==> src/mspwm_pkg.sv <==
package mspwm_pkg;

   // event kinds
   typedef enum logic [1:0] {
      CMD_PULSE  = 2'd0,
      CMD_PWM    = 2'd1,
      CMD_SAMPLE = 2'd2
   } cmd_type;

   // configuration register indexes
   typedef enum logic [2:0] {
      REG_GAIN_P          = 3'd0,
      REG_GAIN_I          = 3'd1,
      REG_GAIN_D          = 3'd2,
      REG_INTEGRAL_LIMIT  = 3'd3,
      REG_PWM_PERIOD      = 3'd4,
      REG_SAMPLES_PER_UPD = 3'd5,
      REG_SPEED_PER_PULSE = 3'd6
   } reg_index_type;

   localparam int GAIN_FRAC_BITS = 8;
   localparam int TALLY_W        = 13;
   localparam int SPEED_W        = 16;
   localparam int DUTY_W         = 7;
   localparam int ERR_W          = 17;
   localparam int ACC_W          = 16;
   localparam int PROD_W         = TALLY_W + 8;
   localparam int SUM_W          = 37;
   localparam int Q_W            = SUM_W - GAIN_FRAC_BITS;

   localparam logic [TALLY_W-1:0] PULSE_MAX  = 13'd6553;
   localparam logic [DUTY_W-1:0]  DUTY_MAX   = 7'd100;
   localparam logic [DUTY_W-1:0]  DUTY_RESET = 7'd30;

   typedef struct packed {
      logic [15:0] gain_p;
      logic [15:0] gain_i;
      logic [15:0] gain_d;
      logic [14:0] integral_limit;
      logic [7:0]  pwm_period;
      logic [3:0]  samples_per_update;
      logic [7:0]  speed_per_pulse;
   } cfg_type;

   typedef struct packed {
      logic [1:0] cmd;
      logic [7:0] setpoint;
      logic       run_enable;
   } evt_type;

   typedef struct packed {
      logic               pwm_out;
      logic [DUTY_W-1:0]  duty;
      logic [SPEED_W-1:0] measured_speed;
      logic               updated;
   } rsp_type;

   typedef struct packed {
      logic [ERR_W-1:0]  err;
      logic [ACC_W-1:0]  acc;
      logic [DUTY_W-1:0] duty;
   } pid_out_type;

endpackage

==> src/mspwm_pid.sv <==
module mspwm_pid import mspwm_pkg::*; (
   input  cfg_type                  cfg,
   input  logic [7:0]               setpoint,
   input  logic [SPEED_W-1:0]       speed,
   input  logic signed [ACC_W-1:0]  acc,
   input  logic signed [ERR_W-1:0]  prior,
   output pid_out_type              pid
);

   logic signed [ERR_W-1:0] err;
   logic signed [17:0]      acc_sum;
   logic signed [17:0]      lim_pos;
   logic signed [17:0]      lim_neg;
   logic signed [17:0]      acc_clamped;
   logic signed [ACC_W-1:0] acc_new;
   logic signed [17:0]      diff;
   logic signed [33:0]      p_term;
   logic signed [32:0]      i_term;
   logic signed [34:0]      d_term;
   logic signed [SUM_W-1:0] sum;
   logic [Q_W-1:0]          q;
   logic [DUTY_W-1:0]       duty_new;

   always_comb begin
      err     = $signed({9'b0, setpoint}) - $signed({1'b0, speed});
      acc_sum = $signed({{2{acc[ACC_W-1]}}, acc}) + $signed({err[ERR_W-1], err});
      lim_pos = $signed({3'b0, cfg.integral_limit});
      lim_neg = -lim_pos;
      if (acc_sum > lim_pos) begin
         acc_clamped = lim_pos;
      end else if (acc_sum < lim_neg) begin
         acc_clamped = lim_neg;
      end else begin
         acc_clamped = acc_sum;
      end
      acc_new = acc_clamped[ACC_W-1:0];
      diff    = $signed({err[ERR_W-1], err}) - $signed({prior[ERR_W-1], prior});

      p_term = $signed({1'b0, cfg.gain_p}) * err;
      i_term = $signed({1'b0, cfg.gain_i}) * acc_new;
      d_term = $signed({1'b0, cfg.gain_d}) * diff;
      sum    = SUM_W'(p_term) + SUM_W'(i_term) + SUM_W'(d_term);

      // truncating shift of the sum, then saturate (a negative sum gives zero)
      q = sum[SUM_W-1:GAIN_FRAC_BITS];
      if (sum[SUM_W-1]) begin
         duty_new = '0;
      end else if (q > Q_W'(DUTY_MAX)) begin
         duty_new = DUTY_MAX;
      end else begin
         duty_new = q[DUTY_W-1:0];
      end

      pid.err  = err;
      pid.acc  = acc_new;
      pid.duty = duty_new;
   end

endmodule

==> src/mspwm_core.sv <==
module mspwm_core import mspwm_pkg::*; (
   input  logic       clock,
   input  logic       reset,
   input  cfg_type    cfg,
   input  logic [7:0] spp_next,
   input  logic       fire,
   input  evt_type    evt,
   output rsp_type    rsp
);

   logic [TALLY_W-1:0]      tally_ff, tally_in;
   logic [3:0]              sphase_ff, sphase_in;
   logic [7:0]              pphase_ff, pphase_in;
   logic [DUTY_W-1:0]       duty_ff, duty_in;
   logic [SPEED_W-1:0]      speed_ff, speed_in;
   logic signed [ACC_W-1:0] acc_ff, acc_in;
   logic signed [ERR_W-1:0] prior_ff, prior_in;
   logic                    level_ff, level_in;
   logic [PROD_W-1:0]       prod_ff, prod_in;

   logic [SPEED_W-1:0] speed_meas;
   logic [7:0]         pphase_step;
   logic [3:0]         sphase_step;
   logic               do_update;
   pid_out_type        pid;

   // prod_ff always equals tally_ff * speed_per_pulse
   assign speed_meas = (|prod_ff[PROD_W-1:SPEED_W]) ? '1 : prod_ff[SPEED_W-1:0];

   mspwm_pid u_pid (
      .cfg      (cfg),
      .setpoint (evt.setpoint),
      .speed    (speed_meas),
      .acc      (acc_ff),
      .prior    (prior_ff),
      .pid      (pid)
   );

   always_comb begin
      tally_in    = tally_ff;
      sphase_in   = sphase_ff;
      pphase_in   = pphase_ff;
      duty_in     = duty_ff;
      speed_in    = speed_ff;
      acc_in      = acc_ff;
      prior_in    = prior_ff;
      level_in    = level_ff;
      do_update   = 1'b0;
      pphase_step = pphase_ff + 8'd1;
      sphase_step = sphase_ff + 4'd1;
      if (fire) begin
         case (evt.cmd)
            CMD_PULSE: begin
               if (tally_ff < PULSE_MAX) tally_in = tally_ff + 1'b1;
            end
            CMD_PWM: begin
               if (pphase_step >= cfg.pwm_period) begin
                  pphase_in = '0;
               end else begin
                  pphase_in = pphase_step;
               end
               level_in = evt.run_enable && (pphase_in < {1'b0, duty_ff});
            end
            CMD_SAMPLE: begin
               if (sphase_step >= cfg.samples_per_update) begin
                  sphase_in = '0;
                  do_update = 1'b1;
               end else begin
                  sphase_in = sphase_step;
               end
            end
            default: ;
         endcase
      end
      if (do_update) begin
         speed_in = speed_meas;
         tally_in = '0;
         if (evt.run_enable) begin
            duty_in  = pid.duty;
            acc_in   = $signed(pid.acc);
            prior_in = $signed(pid.err);
         end else begin
            duty_in  = '0;
            acc_in   = '0;
            prior_in = '0;
         end
      end
      prod_in = PROD_W'(tally_in) * PROD_W'(spp_next);
   end

   always_comb begin
      rsp.pwm_out        = level_in;
      rsp.duty           = duty_in;
      rsp.measured_speed = speed_in;
      rsp.updated        = do_update;
   end

   always_ff @(posedge clock) begin
      if (reset) begin
         tally_ff  <= '0;
         sphase_ff <= '0;
         pphase_ff <= '0;
         duty_ff   <= DUTY_RESET;
         speed_ff  <= '0;
         acc_ff    <= '0;
         prior_ff  <= '0;
         level_ff  <= 1'b0;
         prod_ff   <= '0;
      end else begin
         tally_ff  <= tally_in;
         sphase_ff <= sphase_in;
         pphase_ff <= pphase_in;
         duty_ff   <= duty_in;
         speed_ff  <= speed_in;
         acc_ff    <= acc_in;
         prior_ff  <= prior_in;
         level_ff  <= level_in;
         prod_ff   <= prod_in;
      end
   end

   a_run_off_clears: assert property (@(posedge clock) disable iff (reset)
      do_update && !evt.run_enable |=> duty_ff == '0 && acc_ff == '0 && prior_ff == '0)
      else $error("run off update did not clear controller state");

   a_update_clears_tally: assert property (@(posedge clock) disable iff (reset)
      do_update |=> tally_ff == '0 && speed_ff == $past(speed_meas))
      else $error("update did not latch speed and clear tally");

   a_idle_holds: assert property (@(posedge clock) disable iff (reset)
      !fire |=> $stable(tally_ff) && $stable(duty_ff) && $stable(pphase_ff)
                && $stable(level_ff))
      else $error("state moved without an item");

   a_duty_range: assert property (@(posedge clock) disable iff (reset)
      fire |=> duty_ff <= DUTY_MAX)
      else $error("duty above 100");

endmodule

==> src/motor_speed_pid_with_pwm_unit.sv <==
// Motor speed controller: encoder pulse counter, PWM generator and PID loop.
// Input channel (req_*): one event per item, req_cmd selects encoder pulse,
// PWM tick or sample tick; speed setpoint and run enable ride along.
// Result channel (rsp_*): exactly one item per event, carrying the PWM level,
// current duty, last measured speed and a flag for a PID update.
// Config port (csr_*): writes take effect at the clock edge with
// csr_write_en high; only write while no item is in flight.
// Path: an accepted item goes from the input register to the result register.
// Throughput: one item per cycle while rsp_ready stays high; the event
// decode, speed saturation and PID (three parallel multiplies, sum, clamp)
// settle combinationally between the input register and the result register.
// Stall: the result register holds while rsp_ready is low; the input
// register still takes one more item, then req_ready drops.
// Reset: gains and limits return to defaults, duty to 30, all counters,
// speed, integral and prior error to zero, PWM level low.
module motor_speed_pid_with_pwm_unit import mspwm_pkg::*; (
   input  logic               clock,
   input  logic               reset,
   input  logic               req_valid,
   output logic               req_ready,
   input  logic [1:0]         req_cmd,
   input  logic [7:0]         req_setpoint,
   input  logic               req_run_enable,
   output logic               rsp_valid,
   input  logic               rsp_ready,
   output logic               rsp_pwm_out,
   output logic [DUTY_W-1:0]  rsp_duty,
   output logic [SPEED_W-1:0] rsp_measured_speed,
   output logic               rsp_updated,
   input  logic               csr_write_en,
   input  logic [2:0]         csr_index,
   input  logic [15:0]        csr_wdata
);

   cfg_type cfg_ff, cfg_in;
   evt_type evt_ff;
   rsp_type rsp_ff, rsp_next;
   logic    s1_valid_ff, s1_valid_in;
   logic    out_valid_ff, out_valid_in;
   logic    out_free;
   logic    fire;
   logic    req_take;

   always_comb begin
      cfg_in = cfg_ff;
      if (csr_write_en) begin
         case (csr_index)
            REG_GAIN_P:          cfg_in.gain_p = csr_wdata;
            REG_GAIN_I:          cfg_in.gain_i = csr_wdata;
            REG_GAIN_D:          cfg_in.gain_d = csr_wdata;
            REG_INTEGRAL_LIMIT:  cfg_in.integral_limit = csr_wdata[14:0];
            REG_PWM_PERIOD:      cfg_in.pwm_period = csr_wdata[7:0];
            REG_SAMPLES_PER_UPD: cfg_in.samples_per_update = csr_wdata[3:0];
            REG_SPEED_PER_PULSE: cfg_in.speed_per_pulse = csr_wdata[7:0];
            default: ;
         endcase
      end
   end

   always_comb begin
      out_free     = !out_valid_ff || rsp_ready;
      fire         = s1_valid_ff && out_free;
      req_ready    = !s1_valid_ff || out_free;
      req_take     = req_valid && req_ready;
      s1_valid_in  = req_take || (s1_valid_ff && !fire);
      out_valid_in = fire || (out_valid_ff && !rsp_ready);
   end

   mspwm_core u_core (
      .clock    (clock),
      .reset    (reset),
      .cfg      (cfg_ff),
      .spp_next (cfg_in.speed_per_pulse),
      .fire     (fire),
      .evt      (evt_ff),
      .rsp      (rsp_next)
   );

   always_ff @(posedge clock) begin
      if (reset) begin
         cfg_ff.gain_p             <= 16'd371;
         cfg_ff.gain_i             <= 16'd72;
         cfg_ff.gain_d             <= 16'd31;
         cfg_ff.integral_limit     <= 15'd180;
         cfg_ff.pwm_period         <= 8'd100;
         cfg_ff.samples_per_update <= 4'd4;
         cfg_ff.speed_per_pulse    <= 8'd10;
         s1_valid_ff               <= 1'b0;
         out_valid_ff              <= 1'b0;
      end else begin
         cfg_ff       <= cfg_in;
         s1_valid_ff  <= s1_valid_in;
         out_valid_ff <= out_valid_in;
      end
   end

   always_ff @(posedge clock) begin
      if (req_take) begin
         evt_ff.cmd        <= req_cmd;
         evt_ff.setpoint   <= req_setpoint;
         evt_ff.run_enable <= req_run_enable;
      end
      if (fire) rsp_ff <= rsp_next;
   end

   assign rsp_valid          = out_valid_ff;
   assign rsp_pwm_out        = rsp_ff.pwm_out;
   assign rsp_duty           = rsp_ff.duty;
   assign rsp_measured_speed = rsp_ff.measured_speed;
   assign rsp_updated        = rsp_ff.updated;

   a_stage_holds: assert property (@(posedge clock) disable iff (reset)
      s1_valid_ff && !out_free |=> s1_valid_ff && $stable(evt_ff))
      else $error("input stage lost an item while blocked");

   a_no_overrun: assert property (@(posedge clock) disable iff (reset)
      out_valid_ff && !rsp_ready |-> !fire)
      else $error("result overwritten while stalled");

   a_fire_to_out: assert property (@(posedge clock) disable iff (reset)
      fire |=> out_valid_ff)
      else $error("processed item did not reach the result register");

endmodule
==> config.mk <==
export PLATFORM = sky130hd
export DESIGN_NAME = motor_speed_pid_with_pwm_unit
export DESIGN_NICKNAME = d
export VERILOG_FILES = /design/src/mspwm_pkg.sv /design/src/mspwm_pid.sv /design/src/mspwm_core.sv /design/src/motor_speed_pid_with_pwm_unit.sv
export SDC_FILE = /design/constraint.sdc
export NUM_CORES = 2
export LEC_CHECK = 0
export CAP_MARGIN = 20
export CORE_ASPECT_RATIO = 0.9
export CORE_MARGIN = 10
export CORE_UTILIZATION = 45
export DETAILED_ROUTE_END_ITERATION = 6
export DONT_BUFFER_PORTS = 1
export HOLD_SLACK_MARGIN = 0.03
export MAX_ROUTING_LAYER = met4
export PLACE_DENSITY = 0.68
export SYNTH_ARGS = -nofsm -noshare
export SYNTH_HDL_FRONTEND = slang
export SYNTH_SLANG_ARGS = --single-unit
==> constraint.sdc <==
create_clock -name clock -period 33.9 [get_ports clock]
set_input_delay 3.39 -clock clock [delete_from_list [all_inputs] [get_ports clock]]
set_output_delay 3.39 -clock clock [all_outputs]
set_load 0.02 [all_outputs]
# ---- Word level (Yosys, flattened, before mapping)
# Cells that the tools add are included.
# Widths: inputs -> output; s select.
dict set report word_totals {
  regBits 224
  output_inout_bits 27
  elab_cells 102
}
dict set report op_classes {
  add_sub_neg 9
  mul 4
  n_lt_le_gt_ge 7
  n_eq_ne 8
  muxes 25
  reduce_logical 24
}
# op count
set ops {}
lappend ops {{$mux 16} 5}
lappend ops {{$mux 13} 4}
lappend ops {{$mux 8} 5}
lappend ops {{$add 35x35->36} 1}
lappend ops {{$add 34x33->35} 1}
lappend ops {{$mul 17x18->35} 1}
lappend ops {{$mul 17x17->34} 1}
lappend ops {{$mul 17x16->33} 1}
lappend ops {{$gt 29x7->1 const B} 1}
lappend ops {{$mux 7} 4}
lappend ops {{$mul 13x8->21} 1}
lappend ops {{$add 16x17->18} 1}
lappend ops {{$gt 18x16->1} 1}
lappend ops {{$lt 18x18->1} 1}
lappend ops {{$neg 15->18} 1}
lappend ops {{$sub 17x17->18} 1}
lappend ops {{$mux 17} 1}
lappend ops {{$sub 8x16->17} 1}
lappend ops {{$reduce_and 2->1} 8}
lappend ops {{$add 13x1->13 const B} 1}
lappend ops {{$lt 13x13->1 const B} 1}
lappend ops {{$eq 3x3->1 const B} 3}
lappend ops {{$add 8x1->8 const B} 1}
lappend ops {{$ge 8x8->1} 1}
lappend ops {{15 further kinds} 30}

# ---- Logic depth before layout (Yosys ltp)
dict set report depth {
  ltp_word 15
  depth_mapped 71
  mapped_depth_nobuf 65
}

# ---- Modules after synthesis
# From an unflattened synthesis, not the netlist that was laid out.
dict set report unflattened {
  hier_cells 4934
  area_unflattened_um2 44870.5
}
# mod n_inst cells_per_inst area_each_um2
set by_module_without_submodules {}
lappend by_module_without_submodules {mspwm_pid 1 3674 32682.6}
lappend by_module_without_submodules {mspwm_core 1 896 7598.5}
lappend by_module_without_submodules {motor_speed_pid_with_pwm_unit 1 364 4589.4}

# ---- Worst setup path after synthesis
# Ideal clock, no wire load.
dict set report synth_path {
  path_kind {reg2reg}
  from {reg u_core.prod_ff[17]}
  to {reg rsp_ff (netlist bit rsp_duty[0]) (data pin)}
  setup_time_ns 0.134
  t_arrival_ns 14.515
  slack_ns 19.251
  stages_incl_launch_ff 67
  path_buffers 5
  period_less_slack_ns 14.649
  path_cell_list {dfxtp_1 > nor3_1 > nand2_1 > clkbuf_1 > nor2_1 > inv_1 > ha_1 > inv_1 > ha_1 > inv_1 > o31ai_1 > a21oi_1 > o21ai_0 > a32o_1 > o211a_1 > nor2_1 > xnor2_1 > clkbuf_1 > (+31 left out) > fa_1 > fa_1 > inv_1 > fa_1 > inv_1 > ha_1 > and4_1 > and2_0 > a311oi_1 > a31oi_1 > a221oi_1 > o21ai_0 > a41oi_1 > o21ai_0 > nor4_2 > nor2b_1 > buf_2 > a32o_1}
}
# item line_no
set synth_rtl {}
lappend synth_rtl {{start, declared} mspwm_core.sv:19} ;# logic [PROD_W-1:0] prod_ff, prod_in;
lappend synth_rtl {{start signal, assigned} mspwm_core.sv:118} ;# prod_ff <= prod_in;
lappend synth_rtl {{end signal, assigned} motor_speed_pid_with_pwm_unit.sv:103} ;# if (fire) rsp_ff <= rsp_next;
lappend synth_rtl {{end, declared} motor_speed_pid_with_pwm_unit.sv:37} ;# rsp_type rsp_ff, rsp_next;

==> results.yml <==
logic_synthesis:
  yosysWarnings: 0
  yosysTopAreaCell: "fa_1"
  synth_cell_type_count: 91
  synth_top_area_share_pct: 39.0
  synth-seq-cells: 224
  syn_inst: 5221
  synthTopCellsByCount: "inv_1, fa_1, nand2_1, ha_1, nor2_1"
  muxShareOfSynthArea_pct: 0.853
  synth-xor-area-share_pct: 2.00
  synth.avg_cell_area_sq_um: 8.74
  synth_top_family_by_area: "adder cells"
  synth_compound_area_share_pct: 7.90
  ys_seq_area_share_pct: 10.6
  synth_most_common_cell: "inv_1"
  yosys.area_share.simple_pct: 18.1
  synth-main-ff-cell: "dfxtp_1"
  synth_fa_ha_area_share_pct: 49.9
  synth-edff-count: 36
  yosys-top-cells-area: "fa_1, ha_1, inv_1, dfxtp_1, nand2_1"
  async_reset_ff_share_pct: 0
  synth_area_sq_um: 45600
  syn_nets: 6539
finish:
  antenna_cells: 0
  drive_above_1_share_pct: 4.15
  nNetsFinal: 6412
  multi_input_area_sq_um: 36000
  fillers: 9441
  areaGrowthSynthToFinish_pct: 5.08
  regArea_sq_um: 4840
status:
  outcome: "finished, final reports clean"
clock_tree:
  clockRootBuffer: "clkbuf_16"
  clk_latency_ns: 0.58
  clk_pin_slew_ns: 0.07
  ctsHoldBuffers: 0
  cts_htree_levels: 1
  clockBufferDepth: 3
  cts_buffers: 23
  cts_resized: 0
  clkSinkCount: 224
  post_cts.repair.setup_buffers: 0
  cts_tree: "built"
sta:
  setup-violations-final: 0
  hold_viol: 0
  final_max_slew_viol_count: 0
  slew_headroom_pct: 22.2
  max_slew.worst_pin.slew_ns: 1.17
  period_share_pct: 52.2
  skew_ns: 0.0201
  tns_ns: 0
  post-route-min-period_ns: 17.68
  rsz0062_at_grt: "no"
  fmax_mhz: 56.6
worst_setup_path:
  cp.arrival_ns: 18.11
  critical_path_class: "flop to flop"
  crit_slowest_cell: "a22oi_2"
  crit_required_ns: 34.33
  max_stage_delay_ns: 0.74
  crit_top_cell: "fa_1"
  endpoint_kind: "flop"
  crit_fanout: 25
  cp-start-kind: "flop"
  ff2ff_setup_slack_ns: 16.22
place:
  portBuffers: 0
  gp_congestion: 0.936
  post-dp-hpwl_um: 107000
drt:
  wl_per_cell_um: 20.1
  wl_um: 130000
  ant_nets: 0
  drc: 0
  drtIter0Drc: 3146
  dr_total_vias: 35200
  via_per_inst: 5.46
  drtPass1Iterations: 6
die:
  die_w_um: 356
  die_area_sq_um: 115000
  coreArea_sq_um: 100000
  die_h_um: 322
  rows: 110
  start_util_pct: 45.5
  num_io_pins: 62
global_route:
  grt.total_usage_pct: 23.6
  grt_max_degree: 109
  antenna_found_initial: 1
  grt_pass1_vias: 36900
  grt_pass1_wl_um: 209000
  globalRoute.totalOverflow: 0
min_path:
  worstHoldPathType: "flop to flop"
flow_run:
  max_cap_violations: 0
[worst paths after layout]
| path | from | end | cells past startpoint |
|---|---|---|---|
| setup reg to reg | u_core.prod_ff[17] | rsp_duty[0] | 59 |
| hold reg to reg | cfg_ff[16] | cfg_ff[16] | 2 |
| hold / removal | cfg_ff[16] | cfg_ff[16] | 2 |
| setup / recovery | u_core.prod_ff[17] | rsp_duty[0] | 59 |
[critical path: cells and delay by family, from the launching register on]
family / cells / cell delay [ns]
AND/OR/NAND/NOR: 15 / 3.89
XOR/XNOR: 3 / 1.18
flip-flops: 1 / 0.37
AO/OA/AOI/OAI: 17 / 4.23
adder cells (fa/ha/maj): 15 / 6.64
buffers and inverters: 8 / 0.79
multiplexers: 1 / 0.40
[state kept, by name, indices dropped and copies added (netlist names), 7 cells and up]
register            flops
cfg_ff                 83
u_core.prod_ff         21
u_core.prior_ff        17
rsp_measured_speed     16
u_core.acc_ff          16
u_core.speed_ff        16
u_core.tally_ff        13
evt_ff                 11
u_core.pphase_ff        8
rsp_duty                7
u_core.duty_ff          7
[layout make-up]
class | count | share of cell area (%)
flip-flops and latches | 224 | 10.1
clock buffers | 24 | 1.21
inverters | 1062 | 8.32
repair buffers | 80 | 1.29
clock inverters | 18 | 0.441
well taps | 1344 | 3.51
multi-input cells | 3703 | 75.1
[per-stage QoR]
stage                     hold WS, ns  instance area, sq um  instances  utilization (%)  setup WS [ns]
after floorplan                 0.432                 45600       5221                -          19.25
after global placement          0.439                 47100       6412             46.9          16.49
after detailed placement        0.445                 47100       6412             46.9          16.51
after CTS                       0.455                 47900       6454             47.7          16.37
after global routing            0.476                 47900       6455             47.8          15.14
final                           0.456                 47900       6455             47.8          16.22
[cell usage in the layout (no fill, tap or decap), drive strengths merged, types with 7 or more instances in the layout]
| master | count |
|---|---|
| inv | 1067 |
| fa | 888 |
| nand2 | 744 |
| ha | 395 |
| nor2 | 284 |
| and2 | 238 |
| dfxtp | 188 |
| nor2b | 142 |
| a21oi | 135 |
| nand3 | 110 |
| o21ai | 110 |
| buf | 80 |
| xnor2 | 68 |
| nor3 | 49 |
| or2 | 44 |
| nand2b | 42 |
| edfxtp | 36 |
| a21o | 34 |
| xor2 | 33 |
| mux2i | 31 |
| a22o | 28 |
| and3 | 26 |
| clkbuf | 24 |
| o311a | 20 |
| a311oi | 20 |
| o22ai | 19 |
| or3 | 19 |
| nand4 | 18 |
| a31oi | 16 |
| o211ai | 16 |
| a211oi | 13 |
| o21a | 10 |
| a41oi | 10 |
| a22oi | 10 |
| nor4 | 10 |
| a211o | 9 |
| a21boi | 9 |
| mux2 | 7 |
[cell families after synthesis]
| logic type | count (synthesis) |
|---|---|
| and+or+nand+nor | 1749 |
| buffers and inverters | 1294 |
| adders and majority gates | 1285 |
| AOI/OAI and AO/OA | 530 |
| DFF | 224 |
| xor gates and xnor gates | 101 |
| muxes | 38 |
[layer usage]
layer | GRT usage (%) | share of wire (%) | up-vias
met2 | 36.9 | 46 | 1433
met5 | - | 0 | -
met1 | 31.5 | 43 | 17700
li1 | - | - | 15800
met3 | 4.40 | 9.0 | 207
met4 | 5.94 | 2.7 | 0
Power is left out: the tool's default activity adds up to more than one toggle a clock period on the data nets, which glitch-free logic cannot reach.
